--- src/hdl/lets_pkg.sv ---
// Package for the least-elapsed thread scheduler: sizes, codes and the
// structs that pass between the controller and the slot cells. No dependencies.
`default_nettype none
package lets_pkg;
	localparam int NUM_SLOTS    = 16;
	localparam int SLOT_BITS    = $clog2(NUM_SLOTS);
	localparam int ELAPSED_BITS = 16;
	localparam int ID_BITS      = 8;
	localparam int ORDER_BITS   = 8;
	localparam int BLOCK_BITS   = ID_BITS + 1;
	localparam int CNT_BITS     = SLOT_BITS + 1;

	localparam logic [ORDER_BITS-1:0]   ORDER_LIMIT = '1;
	localparam logic [ELAPSED_BITS-1:0] ELAPSED_MAX = '1;
	localparam logic [BLOCK_BITS-1:0]   BLOCK_NONE  = '1;

	typedef enum logic [1:0] {
		CMD_CREATE = 2'd0,
		CMD_TICK   = 2'd1,
		CMD_EXIT   = 2'd2,
		CMD_JOIN   = 2'd3
	} cmd_t;

	typedef enum logic [1:0] {
		ST_RUN     = 2'd0,
		ST_BLOCK   = 2'd1,
		ST_DONE    = 2'd2,
		ST_DESTROY = 2'd3
	} thr_st_t;

	typedef enum logic [1:0] {
		RES_OK        = 2'd0,
		RES_NOT_FOUND = 2'd1,
		RES_FULL      = 2'd2
	} res_t;

	typedef enum logic [2:0] {
		OP_NONE       = 3'd0,
		OP_CREATE     = 3'd1,
		OP_EXIT       = 3'd2,
		OP_JOIN_DONE  = 3'd3,
		OP_JOIN_BLOCK = 3'd4,
		OP_SCHED      = 3'd5,
		OP_RANK_STEP  = 3'd6,
		OP_RANK_LOAD  = 3'd7
	} op_t;

	// broadcast from the controller to every cell
	typedef struct packed {
		op_t                   op;
		logic [SLOT_BITS-1:0]  sel;
		logic [SLOT_BITS-1:0]  run_slot;
		logic                  found;
		logic [ID_BITS-1:0]    target;
		logic                  want;
		logic [ID_BITS-1:0]    new_tid;
		logic [ORDER_BITS-1:0] order;
		logic                  p_valid;
		logic [ORDER_BITS-1:0] p_order;
		logic [SLOT_BITS-1:0]  p_idx;
	} bcast_t;

	// search word handed from cell to cell
	typedef struct packed {
		logic                    free_found;
		logic [SLOT_BITS-1:0]    free_slot;
		logic                    tgt_found;
		logic [SLOT_BITS-1:0]    tgt_slot;
		logic                    best_found;
		logic [SLOT_BITS-1:0]    best_slot;
		logic [ELAPSED_BITS-1:0] best_e;
		logic [ORDER_BITS-1:0]   best_o;
	} carry_t;

	typedef struct packed {
		logic                  valid;
		thr_st_t               status;
		logic [ID_BITS-1:0]    tid;
		logic [ORDER_BITS-1:0] order;
	} view_t;
endpackage
`default_nettype wire

--- src/hdl/lets_if.sv ---
// Valid/ready channel interfaces for commands and results.
// Depends on nothing.
`default_nettype none
interface lets_req_if;
	logic       valid;
	logic       ready;
	logic [1:0] cmd;
	logic [7:0] target_id;
	logic       want_value;
	modport source(output valid, cmd, target_id, want_value, input ready);
	modport sink(input valid, cmd, target_id, want_value, output ready);
endinterface

interface lets_rsp_if;
	logic       valid;
	logic       ready;
	logic [1:0] status;
	logic [7:0] running_id;
	logic       switched;
	logic [7:0] new_id;
	modport source(output valid, status, running_id, switched, new_id, input ready);
	modport sink(input valid, status, running_id, switched, new_id, output ready);
endinterface
`default_nettype wire

--- src/hdl/lets_cell.sv ---
// One thread slot: holds the entry, applies broadcast updates and adds
// its entry to the search word passed along the chain. Uses lets_pkg.
`default_nettype none
module lets_cell (
	input  wire                                clk,
	input  wire                                arst_n,
	input  wire  [lets_pkg::SLOT_BITS-1:0]     idx,
	input  lets_pkg::bcast_t                   bc,
	input  lets_pkg::carry_t                   cin,
	output lets_pkg::carry_t                   cout,
	output lets_pkg::view_t                    view
);
	logic                              valid_q;
	lets_pkg::thr_st_t                 status_q;
	logic [lets_pkg::ID_BITS-1:0]      tid_q;
	logic [lets_pkg::ELAPSED_BITS-1:0] elapsed_q;
	logic [lets_pkg::BLOCK_BITS-1:0]   blocker_q;
	logic                              jv_q;
	logic [lets_pkg::ORDER_BITS-1:0]   order_q;
	logic [lets_pkg::SLOT_BITS-1:0]    rank_q;
	lets_pkg::carry_t                  carry_q;
	lets_pkg::carry_t                  nxt;
	logic                              waiting, is_run, is_sel, beats_rank;

	assign waiting = valid_q && (idx != bc.run_slot);
	assign is_run  = (idx == bc.run_slot);
	assign is_sel  = (idx == bc.sel);
	assign beats_rank = bc.p_valid && (bc.p_idx != idx) &&
		((bc.p_order < order_q) || ((bc.p_order == order_q) && (bc.p_idx < idx)));

	always_comb begin
		nxt = cin;
		if (!cin.free_found && !valid_q) begin
			nxt.free_found = 1'b1;
			nxt.free_slot  = idx;
		end
		if (!cin.tgt_found && waiting && (tid_q == bc.target)) begin
			nxt.tgt_found = 1'b1;
			nxt.tgt_slot  = idx;
		end
		if (waiting && (status_q == lets_pkg::ST_RUN) && (!cin.best_found ||
			(elapsed_q < cin.best_e) ||
			((elapsed_q == cin.best_e) && (order_q < cin.best_o)))) begin
			nxt.best_found = 1'b1;
			nxt.best_slot  = idx;
			nxt.best_e     = elapsed_q;
			nxt.best_o     = order_q;
		end
	end

	always_ff @(posedge clk or negedge arst_n) begin
		if (!arst_n) begin
			carry_q <= '0;
		end else begin
			carry_q <= nxt;
		end
	end

	always_ff @(posedge clk or negedge arst_n) begin
		if (!arst_n) begin
			valid_q   <= (idx == '0);
			status_q  <= lets_pkg::ST_RUN;
			tid_q     <= '0;
			elapsed_q <= '0;
			blocker_q <= lets_pkg::BLOCK_NONE;
			jv_q      <= 1'b0;
			order_q   <= '0;
			rank_q    <= '0;
		end else begin
			rank_q <= '0;
			case (bc.op)
				lets_pkg::OP_CREATE: begin
					if (is_sel) begin
						valid_q   <= 1'b1;
						status_q  <= lets_pkg::ST_RUN;
						tid_q     <= bc.new_tid;
						elapsed_q <= '0;
						blocker_q <= lets_pkg::BLOCK_NONE;
						jv_q      <= 1'b0;
						order_q   <= bc.order;
					end
				end
				lets_pkg::OP_EXIT: begin
					// exit carries the running thread's id in the target field
					if (is_run) begin
						status_q <= jv_q ? lets_pkg::ST_DESTROY : lets_pkg::ST_DONE;
					end else if (valid_q && (status_q == lets_pkg::ST_BLOCK) &&
						(blocker_q == {1'b0, bc.target})) begin
						status_q  <= lets_pkg::ST_RUN;
						blocker_q <= lets_pkg::BLOCK_NONE;
					end
				end
				lets_pkg::OP_JOIN_DONE: begin
					if (is_sel && bc.want) status_q <= lets_pkg::ST_DESTROY;
				end
				lets_pkg::OP_JOIN_BLOCK: begin
					if (is_run) begin
						status_q  <= lets_pkg::ST_BLOCK;
						blocker_q <= {1'b0, bc.target};
					end
					if (is_sel) jv_q <= bc.want;
				end
				lets_pkg::OP_SCHED: begin
					if (waiting && (status_q == lets_pkg::ST_DESTROY)) valid_q <= 1'b0;
					if (bc.found && is_run) begin
						if (elapsed_q != lets_pkg::ELAPSED_MAX) elapsed_q <= elapsed_q + 1'b1;
						order_q <= bc.order;
					end
				end
				lets_pkg::OP_RANK_STEP: begin
					rank_q <= rank_q + (beats_rank ? 1'b1 : 1'b0);
				end
				lets_pkg::OP_RANK_LOAD: begin
					if (valid_q) order_q <= lets_pkg::ORDER_BITS'(rank_q);
				end
				default: begin
				end
			endcase
		end
	end

	assign cout        = carry_q;
	assign view.valid  = valid_q;
	assign view.status = status_q;
	assign view.tid    = tid_q;
	assign view.order  = order_q;
endmodule
`default_nettype wire

--- src/hdl/least_elapsed_thread_scheduler.sv ---
// Least-elapsed thread scheduler: controller plus a chain of slot cells.
// Uses lets_pkg, lets_req_if, lets_rsp_if and lets_cell.
//
// Usage: commands enter on req (cmd, target_id, want_value) with a
// valid/ready handshake; each command gives exactly one beat on rsp
// (status, running_id, switched, new_id).
// A search word moves through the sixteen cells one per cycle; each
// cell registers it. Create and tick take one search, exit adds an update
// step (S_PRE) first, a join that blocks takes two searches. A result
// state (S_FIN) then loads the output; when the queue order counter
// reaches its limit, a rank pass (S_RANK) runs before it. One command is
// in work at a time; the next is taken as soon as the controller is
// idle, even while the previous result beat still waits.
// Reset: slot 0 holds running thread 0, all others are free, next id 1.
// A stalled rsp holds its beat; a finished command waits until the
// output register is free.
`default_nettype none
module least_elapsed_thread_scheduler (
	input wire        clk,
	input wire        arst_n,
	lets_req_if.sink  req,
	lets_rsp_if.source rsp
);
	typedef enum logic [4:0] {
		S_IDLE = 5'b00001,
		S_PRE  = 5'b00010,
		S_SCAN = 5'b00100,
		S_RANK = 5'b01000,
		S_FIN  = 5'b10000
	} state_t;

	state_t                             state_q;
	lets_pkg::cmd_t                     cmd_q;
	logic [lets_pkg::ID_BITS-1:0]       tgt_q;
	logic                               want_q;
	logic                               sched_q;
	logic [lets_pkg::CNT_BITS-1:0]      cnt_q;
	logic [lets_pkg::CNT_BITS-1:0]      n_q;
	logic [lets_pkg::SLOT_BITS-1:0]     run_q;
	logic [lets_pkg::ORDER_BITS-1:0]    order_q;
	logic [lets_pkg::ID_BITS:0]         next_id_q;
	lets_pkg::res_t                     res_st_q;
	logic [lets_pkg::ID_BITS-1:0]       res_run_q;
	logic                               res_sw_q;
	logic [lets_pkg::ID_BITS-1:0]       res_new_q;
	logic                               out_valid_q;
	logic [1:0]                         out_st_q;
	logic [7:0]                         out_run_q;
	logic                               out_sw_q;
	logic [7:0]                         out_new_q;

	lets_pkg::bcast_t                   bc;
	lets_pkg::carry_t                   carry [lets_pkg::NUM_SLOTS];
	lets_pkg::view_t                    view  [lets_pkg::NUM_SLOTS];
	lets_pkg::carry_t                   ce;
	logic                               scan_done, create_ok, enq, rank_go, out_free;
	logic [lets_pkg::ORDER_BITS-1:0]    order_nx;
	logic [lets_pkg::SLOT_BITS-1:0]     probe;

	assign ce        = carry[lets_pkg::NUM_SLOTS-1];
	assign scan_done = (state_q == S_SCAN) && (cnt_q == lets_pkg::CNT_BITS'(lets_pkg::NUM_SLOTS));
	assign create_ok = ce.free_found && !next_id_q[lets_pkg::ID_BITS];
	assign probe     = cnt_q[lets_pkg::SLOT_BITS-1:0];
	assign order_nx  = order_q + 1'b1;
	assign enq       = (bc.op == lets_pkg::OP_CREATE) ||
		((bc.op == lets_pkg::OP_SCHED) && ce.best_found);
	assign rank_go   = enq && (order_nx == lets_pkg::ORDER_LIMIT);
	assign out_free  = !out_valid_q || rsp.ready;

	always_comb begin
		bc          = '0;
		bc.op       = lets_pkg::OP_NONE;
		bc.run_slot = run_q;
		bc.target   = (state_q == S_PRE) ? view[run_q].tid : tgt_q;
		bc.want     = want_q;
		bc.new_tid  = next_id_q[lets_pkg::ID_BITS-1:0];
		bc.order    = order_q;
		bc.p_valid  = view[probe].valid;
		bc.p_order  = view[probe].order;
		bc.p_idx    = probe;
		case (state_q)
			S_PRE: bc.op = lets_pkg::OP_EXIT;
			S_SCAN: begin
				if (scan_done) begin
					if (sched_q) begin
						bc.op    = lets_pkg::OP_SCHED;
						bc.found = ce.best_found;
					end else if (cmd_q == lets_pkg::CMD_CREATE) begin
						bc.sel = ce.free_slot;
						if (create_ok) bc.op = lets_pkg::OP_CREATE;
					end else if (ce.tgt_found) begin
						bc.sel = ce.tgt_slot;
						bc.op  = (view[ce.tgt_slot].status == lets_pkg::ST_DONE) ?
							lets_pkg::OP_JOIN_DONE : lets_pkg::OP_JOIN_BLOCK;
					end
				end
			end
			S_RANK: begin
				bc.op = (cnt_q == lets_pkg::CNT_BITS'(lets_pkg::NUM_SLOTS)) ?
					lets_pkg::OP_RANK_LOAD : lets_pkg::OP_RANK_STEP;
				if (cnt_q == lets_pkg::CNT_BITS'(lets_pkg::NUM_SLOTS)) bc.p_valid = 1'b0;
			end
			default: begin
			end
		endcase
	end

	for (genvar g = 0; g < lets_pkg::NUM_SLOTS; g++) begin : g_cell
		lets_pkg::carry_t cin;
		if (g == 0) begin : g_head
			assign cin = '0;
		end else begin : g_link
			assign cin = carry[g-1];
		end
		lets_cell u_cell (
			.clk    (clk),
			.arst_n (arst_n),
			.idx    (lets_pkg::SLOT_BITS'(g)),
			.bc     (bc),
			.cin    (cin),
			.cout   (carry[g]),
			.view   (view[g])
		);
	end

	always_ff @(posedge clk or negedge arst_n) begin
		if (!arst_n) begin
			state_q     <= S_IDLE;
			cmd_q       <= lets_pkg::CMD_CREATE;
			tgt_q       <= '0;
			want_q      <= 1'b0;
			sched_q     <= 1'b0;
			cnt_q       <= '0;
			n_q         <= '0;
			run_q       <= '0;
			order_q     <= lets_pkg::ORDER_BITS'(1);
			next_id_q   <= (lets_pkg::ID_BITS+1)'(1);
			res_st_q    <= lets_pkg::RES_OK;
			res_run_q   <= '0;
			res_sw_q    <= 1'b0;
			res_new_q   <= '0;
			out_valid_q <= 1'b0;
			out_st_q    <= '0;
			out_run_q   <= '0;
			out_sw_q    <= 1'b0;
			out_new_q   <= '0;
		end else begin
			// S_FIN loads the output register itself
			if (rsp.ready && (state_q != S_FIN)) out_valid_q <= 1'b0;
			case (state_q)
				S_IDLE: begin
					if (req.valid) begin
						cmd_q     <= lets_pkg::cmd_t'(req.cmd);
						tgt_q     <= req.target_id;
						want_q    <= req.want_value;
						sched_q   <= (lets_pkg::cmd_t'(req.cmd) == lets_pkg::CMD_TICK);
						cnt_q     <= '0;
						res_st_q  <= lets_pkg::RES_OK;
						res_sw_q  <= 1'b0;
						res_new_q <= '0;
						state_q   <= (lets_pkg::cmd_t'(req.cmd) == lets_pkg::CMD_EXIT) ?
							S_PRE : S_SCAN;
					end
				end
				S_PRE: begin
					sched_q <= 1'b1;
					cnt_q   <= '0;
					state_q <= S_SCAN;
				end
				S_SCAN: begin
					if (!scan_done) begin
						cnt_q <= cnt_q + 1'b1;
					end else begin
						res_run_q <= view[run_q].tid;
						state_q   <= rank_go ? S_RANK : S_FIN;
						cnt_q     <= '0;
						n_q       <= '0;
						if (enq) order_q <= order_nx;
						if (sched_q) begin
							if (ce.best_found) begin
								run_q     <= ce.best_slot;
								res_sw_q  <= 1'b1;
								res_run_q <= view[ce.best_slot].tid;
							end
						end else if (cmd_q == lets_pkg::CMD_CREATE) begin
							if (create_ok) begin
								res_new_q <= next_id_q[lets_pkg::ID_BITS-1:0];
								next_id_q <= next_id_q + 1'b1;
							end else begin
								res_st_q <= lets_pkg::RES_FULL;
							end
						end else if (!ce.tgt_found) begin
							res_st_q <= lets_pkg::RES_NOT_FOUND;
						end else if (bc.op == lets_pkg::OP_JOIN_BLOCK) begin
							sched_q <= 1'b1;
							state_q <= S_SCAN;
						end
					end
				end
				S_RANK: begin
					if (cnt_q != lets_pkg::CNT_BITS'(lets_pkg::NUM_SLOTS)) begin
						cnt_q <= cnt_q + 1'b1;
						if (view[probe].valid) n_q <= n_q + 1'b1;
					end else begin
						order_q <= lets_pkg::ORDER_BITS'(n_q);
						state_q <= S_FIN;
					end
				end
				S_FIN: begin
					if (out_free) begin
						out_valid_q <= 1'b1;
						out_st_q    <= res_st_q;
						out_run_q   <= res_run_q;
						out_sw_q    <= res_sw_q;
						out_new_q   <= res_new_q;
						state_q     <= S_IDLE;
					end
				end
				default: state_q <= S_IDLE;
			endcase
		end
	end

	assign req.ready      = (state_q == S_IDLE);
	assign rsp.valid      = out_valid_q;
	assign rsp.status     = out_st_q;
	assign rsp.running_id = out_run_q;
	assign rsp.switched   = out_sw_q;
	assign rsp.new_id     = out_new_q;
endmodule
`default_nettype wire
--- src/flat_wrapper.sv ---
// flat-port wrapper written by rule: the top's interface ports become plain ports
module least_elapsed_thread_scheduler_flat 
  (clk, arst_n, req_valid, req_cmd, req_target_id, req_want_value, req_ready, rsp_valid, rsp_status, rsp_running_id, rsp_switched, rsp_new_id, rsp_ready);
  lets_req_if req_i ();
  lets_rsp_if rsp_i ();
  input wire clk;
  input wire arst_n;
  input wire logic [$bits(req_i.valid)-1:0] req_valid;
  input wire logic [$bits(req_i.cmd)-1:0] req_cmd;
  input wire logic [$bits(req_i.target_id)-1:0] req_target_id;
  input wire logic [$bits(req_i.want_value)-1:0] req_want_value;
  output wire logic [$bits(req_i.ready)-1:0] req_ready;
  output wire logic [$bits(rsp_i.valid)-1:0] rsp_valid;
  output wire logic [$bits(rsp_i.status)-1:0] rsp_status;
  output wire logic [$bits(rsp_i.running_id)-1:0] rsp_running_id;
  output wire logic [$bits(rsp_i.switched)-1:0] rsp_switched;
  output wire logic [$bits(rsp_i.new_id)-1:0] rsp_new_id;
  input wire logic [$bits(rsp_i.ready)-1:0] rsp_ready;
  assign req_i.valid = req_valid;
  assign req_i.cmd = req_cmd;
  assign req_i.target_id = req_target_id;
  assign req_i.want_value = req_want_value;
  assign req_ready = req_i.ready;
  assign rsp_valid = rsp_i.valid;
  assign rsp_status = rsp_i.status;
  assign rsp_running_id = rsp_i.running_id;
  assign rsp_switched = rsp_i.switched;
  assign rsp_new_id = rsp_i.new_id;
  assign rsp_i.ready = rsp_ready;
  least_elapsed_thread_scheduler u_core (.clk(clk), .arst_n(arst_n), .req(req_i), .rsp(rsp_i));
endmodule
--- config.mk ---
export PLATFORM = sky130hd
export DESIGN_NAME = least_elapsed_thread_scheduler_flat
export DESIGN_NICKNAME = d
export VERILOG_FILES = /design/src/hdl/lets_pkg.sv /design/src/hdl/lets_if.sv /design/src/hdl/lets_cell.sv /design/src/hdl/least_elapsed_thread_scheduler.sv /design/src/flat_wrapper.sv
export SDC_FILE = /design/constraint.sdc
export NUM_CORES = 2
export LEC_CHECK = 0
export BUFFER_PORTS_ARGS = -buffer_cell sky130_fd_sc_hd__buf_4
export CELL_PAD_IN_SITES_DETAIL_PLACEMENT = 0
export CELL_PAD_IN_SITES_GLOBAL_PLACEMENT = 1
export CORE_UTILIZATION = 55
export CTS_BUF_LIST = sky130_fd_sc_hd__clkbuf_4 sky130_fd_sc_hd__clkbuf_8 sky130_fd_sc_hd__clkbuf_16
export DETAILED_ROUTE_END_ITERATION = 12
export PLACE_DENSITY_LB_ADDON = 0.1
export SLEW_MARGIN = 30
export SYNTH_ARGS = -nofsm -noshare
export SYNTH_HDL_FRONTEND = slang
export SYNTH_SLANG_ARGS = --single-unit
--- constraint.sdc ---
create_clock -name clk -period 12.2 [get_ports clk]
set_clock_uncertainty 0.05 [all_clocks]
set_input_delay 0.61 -clock clk [delete_from_list [all_inputs] [get_ports clk]]
set_output_delay 0.61 -clock clk [all_outputs]
set_load 0.03 [all_outputs]
==> impl_results.md <==
- Leak: around 40 nW
- Wire per inst: 27.4 µm
- CP max stage delay: 830 ps
- Synth Flop Type: dfrtp_1
- Post-synth top area share: 40.8%
- Cell count after synthesis: 7,651
- CTS root buf: clkbuf_16
- RSZ-0062 raised after global routing: no
- Clk_lat worst skew: around 800 ps
- Max IR drop VDD: 160 µV
- Comb power frac: 16.6%
- Via count: between 60,000 and 70,000
- Clk network pwr share: 40.3%
- Largest net degree at the start of global routing: 190
- Worst Setup Start Kind: flop
- Layout cells sized above 1: between 10% and 20%
- Final GP Congestion: 1.05
- Internal power: 8.75 mW
- Synthesized flop and latch total: 1,426
- Area grow syn2layout: 11.2%
- Slew @ Worst Pin: between 1000 and 1500 ps
- CTS sink cnt: between 1,000 and 1,500
- Slew Limit Headroom: 26.1%
- Max Slew Vio Count: 0
- Chip height: 379 µm
- DRC viols: 0
- First-pass GRT wire length: 393 mm
- Period minus WS final: a little under 6000 ps
- Fin crit share: 48.1%
- # rows: 138
- Seq/Total Area, Yosys: a little under half
- Area contributors post-synth: dfrtp_1, ha_1, mux2_2
- Number of DRC markers in iteration 0: between 7,000 and 8,000
- Sw Pwr: 3.80 mW
- HP Class: in -> reg
- Post-Layout Cell Count: 9,708
- Data required, critical path: 12,860 ps
- Synth area leader: dfrtp_1
- CTS tree: done
- R2R setup slack: 6330 ps
- Final net count: 8,228
- Cts bufs inserted: about 160
- Final setup vio count: 0
- Initial antenna violation count: 10
- Ys async rst share: 100%
- Post-CTS sizing: 0
- Sw Share: about 30%
- Yosys Warn Count: 0
- Max Clk Rate: approximately 170 MHz
- Total track usage: 37.0%
- Detailed Route WL: 266 mm
- Reg power frac: between 40% and 50%
- IO Port Bufs: 35
- Avg Inst Size Synth: about 10 µm²
- Dpl ws: 6450 ps
- Hold WS: ~80 ps
- Initial Util: ~55%
- Post-DRT Antenna Nets: 0
- Critical path fanouts, max: 27
- WP data arrival: around 6500 ps
- Post-synth cell types: 108
- Final HPWL DP: 195 mm
- Pwr Density: 144 mW/mm²
- Commonest cells post-synth: dfrtp_1, nand2_1, inv_1, ha_1, o21ai_0
- Die ar.: 0.144 mm²
- Post CTS Setup Buffer Count: 0
- Max Root-Sink Buffers: 3
- Core area: approximately 0.14 mm²
- CP cell instances: inv_1 > ha_1 > nor4bb_1 > nand3_1 > buf_4 > nor2_4 > buf_4 > o311ai_0 > a221oi_2 > nand3_1 > or2_2 > or3_1 > a21oi_1
- CP max stage cell: nor4bb_1
- Vias in the first global route: 60,000
- Pre-antenna DRT Iters: 6
- Global route overflow: 0
- Syn Std Cell Area: a little under 0.08 mm²
- Setup_tns: 0 ps
- Post-Syn Nets: between 8,000 and 9,000
- Htree depth: 4
- Clock transition at path regs: 60 ps
- Setup slack after layout: 6330 ps
- # IOs: 36
- Hold Vio Cnt, Final: 0
- Vias per Instance: 6.37
- Most frequent cell after synthesis: dfrtp_1
- Placed instance count: 9,401
- Critical path class: reg -> reg
- Max-cap violations: 0
- Status: complete, no violations
- Post-synth EDFFs: 0
- Final core occ: ~60%
- Die width: between 300 and 400 µm
- Worst setup EP type: flop
-- logic make-up after synthesis --
kind of cell             synth area share [%]
XOR/XNOR                                 3.86
multiplexers                             10.6
buffers and inverters                    4.29
adder cells (fa/ha/maj)                  8.45
flip-flops                               45.8
AO/OA/AOI/OAI                            12.3
AND/OR/NAND/NOR                          14.7
-- per-stage QoR --
| stage | cell area, µm² | power, mW |
|---|---|---|
| 3_3_place_gp | 81100 | 7.41 |
| 2_1_floorplan | 78300 | 6.54 |
| 3_5_place_dp | 81300 | 7.43 |
| 5_1_grt | 87000 | 12.9 |
| 6_report | 87100 | 12.5 |
| 4_1_cts | 86900 | 12.5 |
-- worst paths after layout --
path	from	end	cells past startpoint
hold reg to reg	u_core.g_cell[1].u_cell.cout[38]	u_core.g_cell[2].u_cell.cout[35]	1
setup / recovery	u_core.cnt_q[1]	u_core.g_cell[7].u_cell.elapsed_q[9]	13
setup reg to reg	u_core.cnt_q[1]	u_core.g_cell[7].u_cell.elapsed_q[9]	13
max in group asynchronous	arst_n	u_core.g_cell[14].u_cell.cout[6]	5
hold / removal	req_want_value	u_core.want_q	2
min in group asynchronous	arst_n	u_core.g_cell[11].u_cell.cout[17]	2
-- per-layer routing --
layer / routed length, µm / vias up / global-route usage [%]
li1: - / 27200 / -
met4: 13500 / 10 / 16.7
met3: 24400 / 730 / 8.62
met2: 118000 / 2964 / 55.9
met1: 110000 / 30900 / 50.6
met5: 58 / - / 0
-- registers in the layout, summed over array words and instances, names as in the netlist, 9 cells and up --
register / cells
u_core.g_cell.u_cell.order_q: 128
u_core.g_cell.u_cell.jv_q: 16
u_core.g_cell.u_cell.cout: 555
u_core.g_cell.u_cell.blocker_q: 144
u_core.g_cell.u_cell.elapsed_q: 256
u_core.g_cell.u_cell.rank_q: 64
u_core.g_cell.u_cell.valid_q: 16
u_core.next_id_q: 9
u_core.g_cell.u_cell.status_q: 32
u_core.g_cell.u_cell.tid_q: 128
-- cell type report --
class                   instances  area [µm²]
diodes                          4        10.0
multi-input cells            5368       39500
fillers                     11700       54400
clock inverters                75         908
repair buffers                199        1740
flip-flops and latches       1426       35900
inverters                     531        1990
clock buffers                 215        4620
well taps                    1890        2360
-- repair_timing --
item	4_1_cts	5_1_grt
hold endpoints to repair	136	0
hold buffers	10	0
endpoints found under the setup margin	0	0
-- placed cells by master, fill, tap and decap left out, drive strengths merged, types with 53 or more instances in the layout --
master and instances:
nor3 97, nor2 466, clkbuf 215, a21o 84, nand3 252, mux4 59, or2 70, dfrtp 1278
mux2i 209, o21a 54, nor4 56, o21ai 496, a21oi 381, xor2 152, nand2b 149, nand4 145
nand2 555, a31oi 53, nor2b 107, xnor2 193, and3 129, and2 89, ha 529, dfstp 148
mux2 436, buf 189, inv 543
-- power groups by stage --
stage                     logic [mW]  registers [mW]  clock network [mW]
final                           2.08            5.40                5.06
after global routing            2.15            5.41                5.31
after CTS                       1.99            5.37                5.12
after detailed placement        1.98            5.45                   0
after global placement          1.96            5.45                   0
after floorplan                 1.28            5.26                   0
-- critical path: cells and delay by family (launching register included) --
kind	cells	cell delay (ps)
buf+inv	3	1080
compound gates	3	1300
flops	1	670
simple gates	6	2180
fa+ha+maj	1	450
No activity file was read; power rests on OpenSTA's default activity.
